File: config.mk
export PLATFORM = sky130hd
export DESIGN_NAME = fdt_struct_token_walker
export DESIGN_NICKNAME = d
export VERILOG_FILES = /design/src/hw/rtl/fdt_pkg.sv /design/src/hw/rtl/fdt_front.sv /design/src/hw/rtl/fdt_queue.sv /design/src/hw/rtl/fdt_back.sv /design/src/hw/rtl/fdt_struct_token_walker.sv
export VERILOG_INCLUDE_DIRS = /design/src /design/src/hw/rtl
export SDC_FILE = /design/constraint.sdc
export NUM_CORES = 1
export LEC_CHECK = 0
export ABC_CLOCK_PERIOD_IN_PS = 8100
export BUFFER_PORTS_ARGS = -buffer_cell sky130_fd_sc_hd__buf_2
export CORE_MARGIN = 2
export CORE_UTILIZATION = 63
export DETAILED_ROUTE_END_ITERATION = 16
export GPL_ROUTABILITY_DRIVEN = 0
export PLACE_DENSITY = 0.94
export SLEW_MARGIN = 20
export SYNTH_ARGS = -nofsm -noshare
export SYNTH_HDL_FRONTEND = slang
export SYNTH_SLANG_ARGS = --single-unit
File: constraint.sdc
create_clock -name i_clk -period 8.1 [get_ports i_clk]
set_clock_uncertainty 0.05 [all_clocks]
set_input_delay 0.81 -clock i_clk [delete_from_list [all_inputs] [get_ports i_clk]]
set_output_delay 0.81 -clock i_clk [all_outputs]
set_load 0.02 [all_outputs]
File: src/hw/rtl/fdt_struct_token_walker_assert.svh
// Assertion macros for the structure block token walker.
`ifndef FDT_STRUCT_TOKEN_WALKER_ASSERT_SVH
`define FDT_STRUCT_TOKEN_WALKER_ASSERT_SVH

`ifndef SYNTHESIS
`define FDT_ASSERT_IMPLY(lbl, clk, rst_n, ante, cons) \
    lbl: assert property (@(posedge clk) disable iff (!rst_n) (ante) |-> (cons)) \
        else $error("fdt walker assertion failed");
`define FDT_ASSERT_NEVER(lbl, clk, rst_n, cond) \
    lbl: assert property (@(posedge clk) disable iff (!rst_n) !(cond)) \
        else $error("fdt walker assertion failed");
`else
`define FDT_ASSERT_IMPLY(lbl, clk, rst_n, ante, cons)
`define FDT_ASSERT_NEVER(lbl, clk, rst_n, cond)
`endif

`endif

File: src/hw/rtl/fdt_pkg.sv
`timescale 1ns / 1ps
`default_nettype none
package fdt_pkg;

    localparam int WORD_W      = 32;
    localparam int SIZE_W      = 24;
    localparam int CNT_W       = 25;
    localparam int VWL_W       = 30;
    localparam int EV_W        = 3;
    localparam int KIND_W      = 3;
    localparam int PH_W        = 3;
    localparam int QUEUE_DEPTH = 2;
    localparam int OUT_DATA_W  = 136;

    localparam logic [WORD_W-1:0] TOK_PAD        = 32'h0000_0000;
    localparam logic [WORD_W-1:0] TOK_BEGIN_NODE = 32'h0000_0001;
    localparam logic [WORD_W-1:0] TOK_END_NODE   = 32'h0000_0002;
    localparam logic [WORD_W-1:0] TOK_PROP       = 32'h0000_0003;
    localparam logic [WORD_W-1:0] TOK_NOP        = 32'h0000_0004;
    localparam logic [WORD_W-1:0] TOK_END        = 32'h0000_0009;

    localparam logic [KIND_W-1:0] K_SKIP     = 3'd0;
    localparam logic [KIND_W-1:0] K_BEGIN    = 3'd1;
    localparam logic [KIND_W-1:0] K_END_NODE = 3'd2;
    localparam logic [KIND_W-1:0] K_PROP     = 3'd3;
    localparam logic [KIND_W-1:0] K_END      = 3'd4;
    localparam logic [KIND_W-1:0] K_BAD      = 3'd5;

    localparam logic [PH_W-1:0] PH_TOKEN   = 3'd0;
    localparam logic [PH_W-1:0] PH_NAME    = 3'd1;
    localparam logic [PH_W-1:0] PH_LEN     = 3'd2;
    localparam logic [PH_W-1:0] PH_NAMEOFF = 3'd3;
    localparam logic [PH_W-1:0] PH_VALUE   = 3'd4;
    localparam logic [PH_W-1:0] PH_DONE    = 3'd5;

    localparam logic [EV_W-1:0] EV_NONE    = 3'd0;
    localparam logic [EV_W-1:0] EV_BEGIN   = 3'd1;
    localparam logic [EV_W-1:0] EV_ENDNODE = 3'd2;
    localparam logic [EV_W-1:0] EV_PROP    = 3'd3;
    localparam logic [EV_W-1:0] EV_END     = 3'd4;
    localparam logic [EV_W-1:0] EV_ERROR   = 3'd5;
    localparam logic [EV_W-1:0] EV_STOP    = 3'd6;

    typedef struct packed {
        logic [WORD_W-1:0] word;
        logic [KIND_W-1:0] kind;
        logic              zero_byte;
    } t_item;

endpackage
`default_nettype wire

File: src/hw/rtl/fdt_front.sv
`timescale 1ns / 1ps
`default_nettype none
module fdt_front (
    input  wire logic                      i_clk,
    input  wire logic                      i_rst_n,
    input  wire logic                      s_axis_tvalid,
    output logic                           s_axis_tready,
    input  wire logic [fdt_pkg::WORD_W-1:0] s_axis_tdata,
    output logic                           o_item_valid,
    output fdt_pkg::t_item                 o_item,
    input  wire logic                      i_item_ready
);
    import fdt_pkg::*;

    logic  r_valid;
    t_item r_item;
    t_item n_item;

    always_comb begin
        n_item.word = s_axis_tdata;
        n_item.zero_byte = (s_axis_tdata[7:0] == 8'h00) || (s_axis_tdata[15:8] == 8'h00) ||
                           (s_axis_tdata[23:16] == 8'h00) || (s_axis_tdata[31:24] == 8'h00);
        if (s_axis_tdata == TOK_BEGIN_NODE) begin
            n_item.kind = K_BEGIN;
        end else if (s_axis_tdata == TOK_END_NODE) begin
            n_item.kind = K_END_NODE;
        end else if (s_axis_tdata == TOK_PROP) begin
            n_item.kind = K_PROP;
        end else if ((s_axis_tdata == TOK_NOP) || (s_axis_tdata == TOK_PAD)) begin
            n_item.kind = K_SKIP;
        end else if (s_axis_tdata == TOK_END) begin
            n_item.kind = K_END;
        end else begin
            n_item.kind = K_BAD;
        end
    end

    assign s_axis_tready = !r_valid || i_item_ready;
    assign o_item_valid  = r_valid;
    assign o_item        = r_item;

    always_ff @(posedge i_clk) begin
        if (!i_rst_n) begin
            r_valid <= 1'b0;
        end else if (s_axis_tready) begin
            r_valid <= s_axis_tvalid;
        end
    end

    always_ff @(posedge i_clk) begin
        if (s_axis_tvalid && s_axis_tready) begin
            r_item <= n_item;
        end
    end

endmodule
`default_nettype wire

File: src/hw/rtl/fdt_queue.sv
`timescale 1ns / 1ps
`default_nettype none
module fdt_queue #(
    parameter int DEPTH = fdt_pkg::QUEUE_DEPTH
) (
    input  wire logic          i_clk,
    input  wire logic          i_rst_n,
    input  wire logic          i_push_valid,
    output logic               o_push_ready,
    input  wire fdt_pkg::t_item i_push_item,
    output logic               o_pop_valid,
    input  wire logic          i_pop_ready,
    output fdt_pkg::t_item     o_pop_item
);
    import fdt_pkg::*;

    localparam int PTR_W = $clog2(DEPTH);
    localparam int CNT_W_Q = $clog2(DEPTH + 1);

    t_item              r_mem [DEPTH];
    logic [PTR_W-1:0]   r_wr_ptr;
    logic [PTR_W-1:0]   r_rd_ptr;
    logic [CNT_W_Q-1:0] r_count;
    logic               w_push;
    logic               w_pop;

    assign o_push_ready = (r_count != CNT_W_Q'(DEPTH));
    assign o_pop_valid  = (r_count != '0);
    assign o_pop_item   = r_mem[r_rd_ptr];
    assign w_push       = i_push_valid && o_push_ready;
    assign w_pop        = o_pop_valid && i_pop_ready;

    always_ff @(posedge i_clk) begin
        if (!i_rst_n) begin
            r_wr_ptr <= '0;
            r_rd_ptr <= '0;
            r_count  <= '0;
        end else begin
            if (w_push) begin
                r_wr_ptr <= (r_wr_ptr == PTR_W'(DEPTH - 1)) ? '0 : r_wr_ptr + 1'b1;
            end
            if (w_pop) begin
                r_rd_ptr <= (r_rd_ptr == PTR_W'(DEPTH - 1)) ? '0 : r_rd_ptr + 1'b1;
            end
            if (w_push && !w_pop) begin
                r_count <= r_count + 1'b1;
            end else if (w_pop && !w_push) begin
                r_count <= r_count - 1'b1;
            end
        end
    end

    always_ff @(posedge i_clk) begin
        if (w_push) begin
            r_mem[r_wr_ptr] <= i_push_item;
        end
    end

endmodule
`default_nettype wire

File: src/hw/rtl/fdt_back.sv
`timescale 1ns / 1ps
`default_nettype none
module fdt_back (
    input  wire logic                          i_clk,
    input  wire logic                          i_rst_n,
    input  wire logic                          i_cfg_we,
    input  wire logic [fdt_pkg::SIZE_W-1:0]     i_cfg_data,
    input  wire logic                          i_item_valid,
    output logic                               o_item_ready,
    input  wire fdt_pkg::t_item                i_item,
    output logic                               o_out_valid,
    input  wire logic                          i_out_ready,
    output logic [fdt_pkg::OUT_DATA_W-1:0]      o_out_data
);
    import fdt_pkg::*;

    logic [SIZE_W-1:0]     r_struct_size;
    logic [PH_W-1:0]       r_phase, n_phase;
    logic [CNT_W-1:0]      r_bc, n_bc;
    logic [WORD_W-1:0]     r_held_len, n_held_len;
    logic [WORD_W-1:0]     r_held_noff, n_held_noff;
    logic [VWL_W-1:0]      r_vwl, n_vwl;
    logic                  r_pending, n_pending;
    logic                  r_out_valid;
    logic [OUT_DATA_W-1:0] r_out_data;

    logic                  w_pop;
    logic [CNT_W:0]        w_sum;
    logic [CNT_W-1:0]      w_counted;
    logic [WORD_W-1:0]     w_len_m1;
    logic [EV_W-1:0]       w_ev;
    logic [WORD_W-1:0]     w_plen, w_noff, w_fval, w_bad;

    assign o_item_ready = !r_out_valid || i_out_ready;
    assign w_pop        = i_item_valid && o_item_ready;
    assign w_sum        = {1'b0, r_bc} + (CNT_W + 1)'(4);
    assign w_counted    = w_sum[CNT_W] ? '1 : w_sum[CNT_W-1:0];
    assign w_len_m1     = r_held_len - 1'b1;

    always_comb begin
        n_phase     = r_phase;
        n_bc        = r_bc;
        n_held_len  = r_held_len;
        n_held_noff = r_held_noff;
        n_vwl       = r_vwl;
        n_pending   = r_pending;
        w_ev        = EV_NONE;
        w_plen      = '0;
        w_noff      = '0;
        w_fval      = '0;
        w_bad       = '0;
        case (r_phase)
            PH_TOKEN: begin
                if (r_bc >= {1'b0, r_struct_size}) begin
                    w_ev    = EV_STOP;
                    n_phase = PH_DONE;
                end else begin
                    n_bc = w_counted;
                    case (i_item.kind)
                        K_BEGIN: begin
                            w_ev    = EV_BEGIN;
                            n_phase = PH_NAME;
                        end
                        K_END_NODE: w_ev = EV_ENDNODE;
                        K_PROP:     n_phase = PH_LEN;
                        K_SKIP:     w_ev = EV_NONE;
                        K_END: begin
                            w_ev    = EV_END;
                            n_phase = PH_DONE;
                        end
                        default: begin
                            w_ev    = EV_ERROR;
                            w_bad   = i_item.word;
                            n_phase = PH_DONE;
                        end
                    endcase
                end
            end
            PH_NAME: begin
                n_bc = w_counted;
                if (i_item.zero_byte) begin
                    n_phase = PH_TOKEN;
                end
            end
            PH_LEN: begin
                n_bc       = w_counted;
                n_held_len = i_item.word;
                n_phase    = PH_NAMEOFF;
            end
            PH_NAMEOFF: begin
                n_bc        = w_counted;
                n_held_noff = i_item.word;
                if (r_held_len != '0) begin
                    n_pending = 1'b1;
                    n_phase   = PH_VALUE;
                end else begin
                    n_phase = PH_TOKEN;
                end
            end
            PH_VALUE: begin
                n_bc = w_counted;
                if (r_pending) begin
                    n_pending = 1'b0;
                    w_ev      = EV_PROP;
                    w_plen    = r_held_len;
                    w_noff    = r_held_noff;
                    w_fval    = i_item.word;
                    n_vwl     = w_len_m1[WORD_W-1:2];
                end else if (r_vwl != '0) begin
                    n_vwl = r_vwl - 1'b1;
                end
                if (n_vwl == '0) begin
                    n_phase = PH_TOKEN;
                end
            end
            PH_DONE: n_phase = PH_DONE;
            default: n_phase = PH_DONE;
        endcase
    end

    assign o_out_valid = r_out_valid;
    assign o_out_data  = r_out_data;

    always_ff @(posedge i_clk) begin
        if (!i_rst_n) begin
            r_struct_size <= '0;
            r_phase       <= PH_TOKEN;
            r_bc          <= '0;
            r_held_len    <= '0;
            r_held_noff   <= '0;
            r_vwl         <= '0;
            r_pending     <= 1'b0;
            r_out_valid   <= 1'b0;
        end else begin
            if (i_cfg_we) begin
                r_struct_size <= i_cfg_data;
            end
            if (w_pop) begin
                r_phase     <= n_phase;
                r_bc        <= n_bc;
                r_held_len  <= n_held_len;
                r_held_noff <= n_held_noff;
                r_vwl       <= n_vwl;
                r_pending   <= n_pending;
            end
            if (o_item_ready) begin
                r_out_valid <= i_item_valid;
            end
        end
    end

    always_ff @(posedge i_clk) begin
        if (w_pop) begin
            r_out_data <= {5'b0, w_bad, w_fval, w_noff, w_plen, w_ev};
        end
    end

endmodule
`default_nettype wire

File: src/hw/rtl/fdt_struct_token_walker.sv
// An accepted item passes the front register, the queue and the back output register.
// Throughput: one item per cycle unless m_axis stalls; walker updates once per item.
// Output stalls back up through a small queue, then the classify stage.
// Reset (synchronous, active low) clears the walk state, counters and the
// size register to zero and empties all stages; payload registers hold.
`timescale 1ns / 1ps
`default_nettype none
`include "fdt_struct_token_walker_assert.svh"
module fdt_struct_token_walker #(
    parameter int Q_DEPTH = fdt_pkg::QUEUE_DEPTH
) (
    input  wire logic                          i_clk,
    input  wire logic                          i_rst_n,
    input  wire logic                          i_cfg_we,
    input  wire logic [fdt_pkg::SIZE_W-1:0]     i_cfg_data,
    input  wire logic                          s_axis_tvalid,
    output logic                               s_axis_tready,
    // word[31:0]
    input  wire logic [fdt_pkg::WORD_W-1:0]     s_axis_tdata,
    output logic                               m_axis_tvalid,
    input  wire logic                          m_axis_tready,
    // event_res[2:0], prop_length[34:3], name_offset[66:35],
    // first_value[98:67], bad_token[130:99], zero[135:131]
    output logic [fdt_pkg::OUT_DATA_W-1:0]      m_axis_tdata
);
    import fdt_pkg::*;

    logic  w_fr_valid, w_fr_ready;
    t_item w_fr_item;
    logic  w_q_valid, w_q_ready;
    t_item w_q_item;
    logic [EV_W-1:0]   w_out_ev;
    logic [WORD_W-1:0] w_out_plen, w_out_noff, w_out_fval, w_out_bad;
    logic              w_is_err, w_is_prop, w_prop_clear, w_plen_zero;

    fdt_front u_front (
        .i_clk         (i_clk),
        .i_rst_n       (i_rst_n),
        .s_axis_tvalid (s_axis_tvalid),
        .s_axis_tready (s_axis_tready),
        .s_axis_tdata  (s_axis_tdata),
        .o_item_valid  (w_fr_valid),
        .o_item        (w_fr_item),
        .i_item_ready  (w_fr_ready)
    );

    fdt_queue #(
        .DEPTH (Q_DEPTH)
    ) u_queue (
        .i_clk        (i_clk),
        .i_rst_n      (i_rst_n),
        .i_push_valid (w_fr_valid),
        .o_push_ready (w_fr_ready),
        .i_push_item  (w_fr_item),
        .o_pop_valid  (w_q_valid),
        .i_pop_ready  (w_q_ready),
        .o_pop_item   (w_q_item)
    );

    fdt_back u_back (
        .i_clk        (i_clk),
        .i_rst_n      (i_rst_n),
        .i_cfg_we     (i_cfg_we),
        .i_cfg_data   (i_cfg_data),
        .i_item_valid (w_q_valid),
        .o_item_ready (w_q_ready),
        .i_item       (w_q_item),
        .o_out_valid  (m_axis_tvalid),
        .i_out_ready  (m_axis_tready),
        .o_out_data   (m_axis_tdata)
    );

    assign w_out_ev   = m_axis_tdata[2:0];
    assign w_out_plen = m_axis_tdata[34:3];
    assign w_out_noff = m_axis_tdata[66:35];
    assign w_out_fval = m_axis_tdata[98:67];
    assign w_out_bad  = m_axis_tdata[130:99];

    assign w_is_err     = (w_out_ev == EV_ERROR);
    assign w_is_prop    = (w_out_ev == EV_PROP);
    assign w_plen_zero  = (w_out_plen == '0);
    assign w_prop_clear = w_plen_zero && (w_out_noff == '0) && (w_out_fval == '0);

    `FDT_ASSERT_IMPLY(a_bad_only_on_error, i_clk, i_rst_n, m_axis_tvalid && !w_is_err, w_out_bad == '0)
    `FDT_ASSERT_IMPLY(a_prop_fields_idle, i_clk, i_rst_n, m_axis_tvalid && !w_is_prop, w_prop_clear)
    `FDT_ASSERT_NEVER(a_no_empty_prop, i_clk, i_rst_n, m_axis_tvalid && w_is_prop && w_plen_zero)

endmodule
`default_nettype wire
==> impl_metrics.tcl <==
set metrics [dict create \
    status "complete, no violations" \
    p_leak_nw 7.51 \
    fin_util_pct 73.6 \
    top_layer_used "met5" \
    num_vias 12204 \
    fin_crit_ps 4190 \
    netlist_instances 1426 \
    cpMaxStageDelayCell "nor4_1" \
    grt_pass1_wl_um 62700 \
    wl_met3_um 4320 \
    layout-drive-gt1-share_pct 18.4 \
    numCtsBuffers 38 \
    grt_max_degree 112 \
    grt_pass1_vias 11585 \
    peakVddDrop_uv 549 \
    clock-sinks 392 \
    fp.dieW_um 166 \
    synth_edf_count 239 \
    r2r_cells 9 \
    gr-total-overflow 0 \
    slew_headroom_pct 31.8 \
    synth_area_um2 16400 \
    endpoint "u_back.r_phase[2]" \
    portBuffers 193 \
    postRouteAntennaNets 0 \
    synthArstFlopShare_pct 0 \
    grt_use_total_pct 29.8 \
    drv_cap 0 \
    worstSetupPathType "flip-flop to flip-flop" \
    rsz0062_at_grt "no" \
    synthDistinctLibCells 67 \
    pin_count 199 \
    cts-root-buf "clkbuf_16" \
    cts_hold_buf 0 \
    r2r-start "u_back.r_held_len[0]" \
    rows 59 \
    clock_path_buffers 3 \
    crit_chain "nor4_1 > nand3_1 > or3_1 > or3_1 > xor2_1 > mux2i_1 > or4_1 > nor4_1 > o22ai_1" \
    critPathTopFamily "simple AND/OR/NAND/NOR gates" \
    drt_iter0_markers 1534 \
    arrival_ps 4490 \
    reg2reg_slack_ps 3910 \
    cts_tree "built" \
    wirelength_um 41300 \
    hold_class "flip-flop to flip-flop" \
    dp_hpwl_um 26100 \
    synth-main-ff-cell "edfxtp_1" \
    dr.pass1.iters 6 \
    synth_top_cells_by_count "edfxtp_1 (239), nor2_1 (224), dfxtp_1 (153), a211oi_1 (73), mux2i_1 (71)" \
    wirelength_met1_um 15200 \
    path_depth 9 \
    end_kind "flip-flop" \
    fillers 1559 \
    path_buf_inv 0 \
    whs_ps 394 \
    ctsResizeCount 0 \
    power_density_nw_per_um2 518 \
    hold_viol 0 \
    clk_latency_ps 550 \
    antenna_found_initial 3 \
    vias_per_cell 6.25 \
    yosys.area.top_type "edfxtp_1" \
    nNetsFinal 1675 \
    drv_slew 0 \
    synth.top_cell.area_share_pct 43.6 \
    dr_wl_met2_um 20100 \
    slowest_delay_ps 770 \
    fmaxAchievable_ghz 0.239 \
    die_area_um2 27400 \
    drc_errors 0 \
    start_util_pct 63.6 \
    fin_tns_setup_ps 0 \
    path_clk_slew_ps 60 \
    required_ps 8410 \
    synth_seq_cells 392 \
    pre_cts_ws_ps 4040 \
    wl_per_cell_um 21.2 \
    yosysSeqAreaShare_pct 62.3 \
    setup_ws_ps 3910 \
    htreeDepth 2 \
    setup_viol 0 \
    cts_setup_buffers 0 \
    rr_endpoint "u_back.r_phase[2]" \
    core_area_um2 25800 \
    path_max_fanout 10 \
    avgSynthCellArea_um2 11.5 \
    synth_area_leaders "edfxtp_1 (44%), dfxtp_1 (19%), nor2_1 (5.1%)" \
    min_period_over_period_pct 51.7 \
    critPathLaunchType "flip-flop" \
    crit_path_start "u_back.r_held_len[0]" \
    num_antenna_cells 0 \
    fp.dieH_um 166 \
    tightest_slew_ps 1020 \
    synth_most_common_cell "edfxtp_1" \
    yosys_warnings 0 \
    area_delta_synth_final_pct 15.6 \
]
## state kept, by name (all words and copies together) (netlist names), named ones only
name / flops
u_back.o_out_data: 131
u_back.o_out_valid: 1
u_back.r_bc: 24
u_back.r_held_len: 32
u_back.r_held_noff: 32
u_back.r_pending: 1
u_back.r_phase: 3
u_back.r_struct_size: 24
u_back.r_vwl: 30
u_front.o_item: 36
u_front.o_item_valid: 1
u_queue.r_count: 2
u_queue.r_mem: 72
u_queue.r_rd_ptr: 1
u_queue.r_wr_ptr: 1
## kinds of logic (layout without fill, tap and decap cells)
group / count (synthesis) / in the layout / share of synthesized area, %
other cells: 1 / 5 / 0.0228
fa+ha+maj: 27 / 27 / 2.05
mux: 73 / 73 / 4.46
flops: 392 / 392 / 62.3
compound gates: 230 / 230 / 9.59
simple gates: 516 / 516 / 15.5
xor+xnor: 54 / 54 / 2.88
buf+inv: 133 / 320 / 3.23
## metrics by stage
step / power (mW) / cells / instance area [um2]
after floorplan: 6.70 / 1430 / 16500
after global placement: 7.53 / 1882 / 17600
after detailed placement: 7.71 / 1882 / 17600
after CTS: 9.73 / 1952 / 19000
after global routing: 10.3 / 1952 / 19000
final: 9.85 / 1952 / 19000
## layer usage
layer | vias up | GRT usage (%)
li1 | 5466 | -
met1 | 5803 | 37.8
met2 | 805 | 49.9
met3 | 124 | 6.62
met4 | 6 | 12.2
met5 | - | 0
## cells in the final DEF, fill, tap and decap left out, types with 27 or more instances in the layout
cell type and count:
a21oi_1 49, mux2i_1 71, buf_2 193, xor2_1 32
o21ai_0 32, nor2_1 223, edfxtp_1 239, inv_1 41
clkbuf_16 38, nor3_1 40, and2_1 67, dfxtp_1 152
a211oi_1 73, ha_1 27, nand2_1 42
## where the power goes
part           total [mW]  internal [mW]  switching, mW  leakage [nW]
clock                1.96           1.18          0.778         0.680
sequential           2.88           2.63          0.244          3.52
combinational        5.01           1.87           3.14          3.31
total                9.85           5.68           4.16          7.51
## how the worst min path moves through the flow
| stage | cells past startpoint | end | from | slack [ps] |
|---|---|---|---|---|
| after global placement | 0 | u_queue.r_mem[1][34] | u_front.o_item[34] | 370 |
| after floorplan | 0 | u_queue.r_mem[0][0] | u_front.o_item[0] | 370 |
| after global routing | 1 | u_front.o_item[28] | s_axis_tdata[24] | 390 |
| final | 0 | u_queue.r_mem[0][14] | u_front.o_item[14] | 390 |
| after CTS | 1 | u_front.o_item[28] | s_axis_tdata[24] | 390 |
| after detailed placement | 0 | u_queue.r_mem[0][14] | u_front.o_item[14] | 380 |
## cell type report
cell class	count	area [um2]	area share, %
sequential	392	10200	53.9
multi-input combinational	905	5710	30.0
timing repair buffer	207	1070	5.66
clock buffer	43	990	5.21
tap	335	419	2.21
clock inverter	27	408	2.15
inverter	43	165	0.869
(Power assumes the default switching activity.)
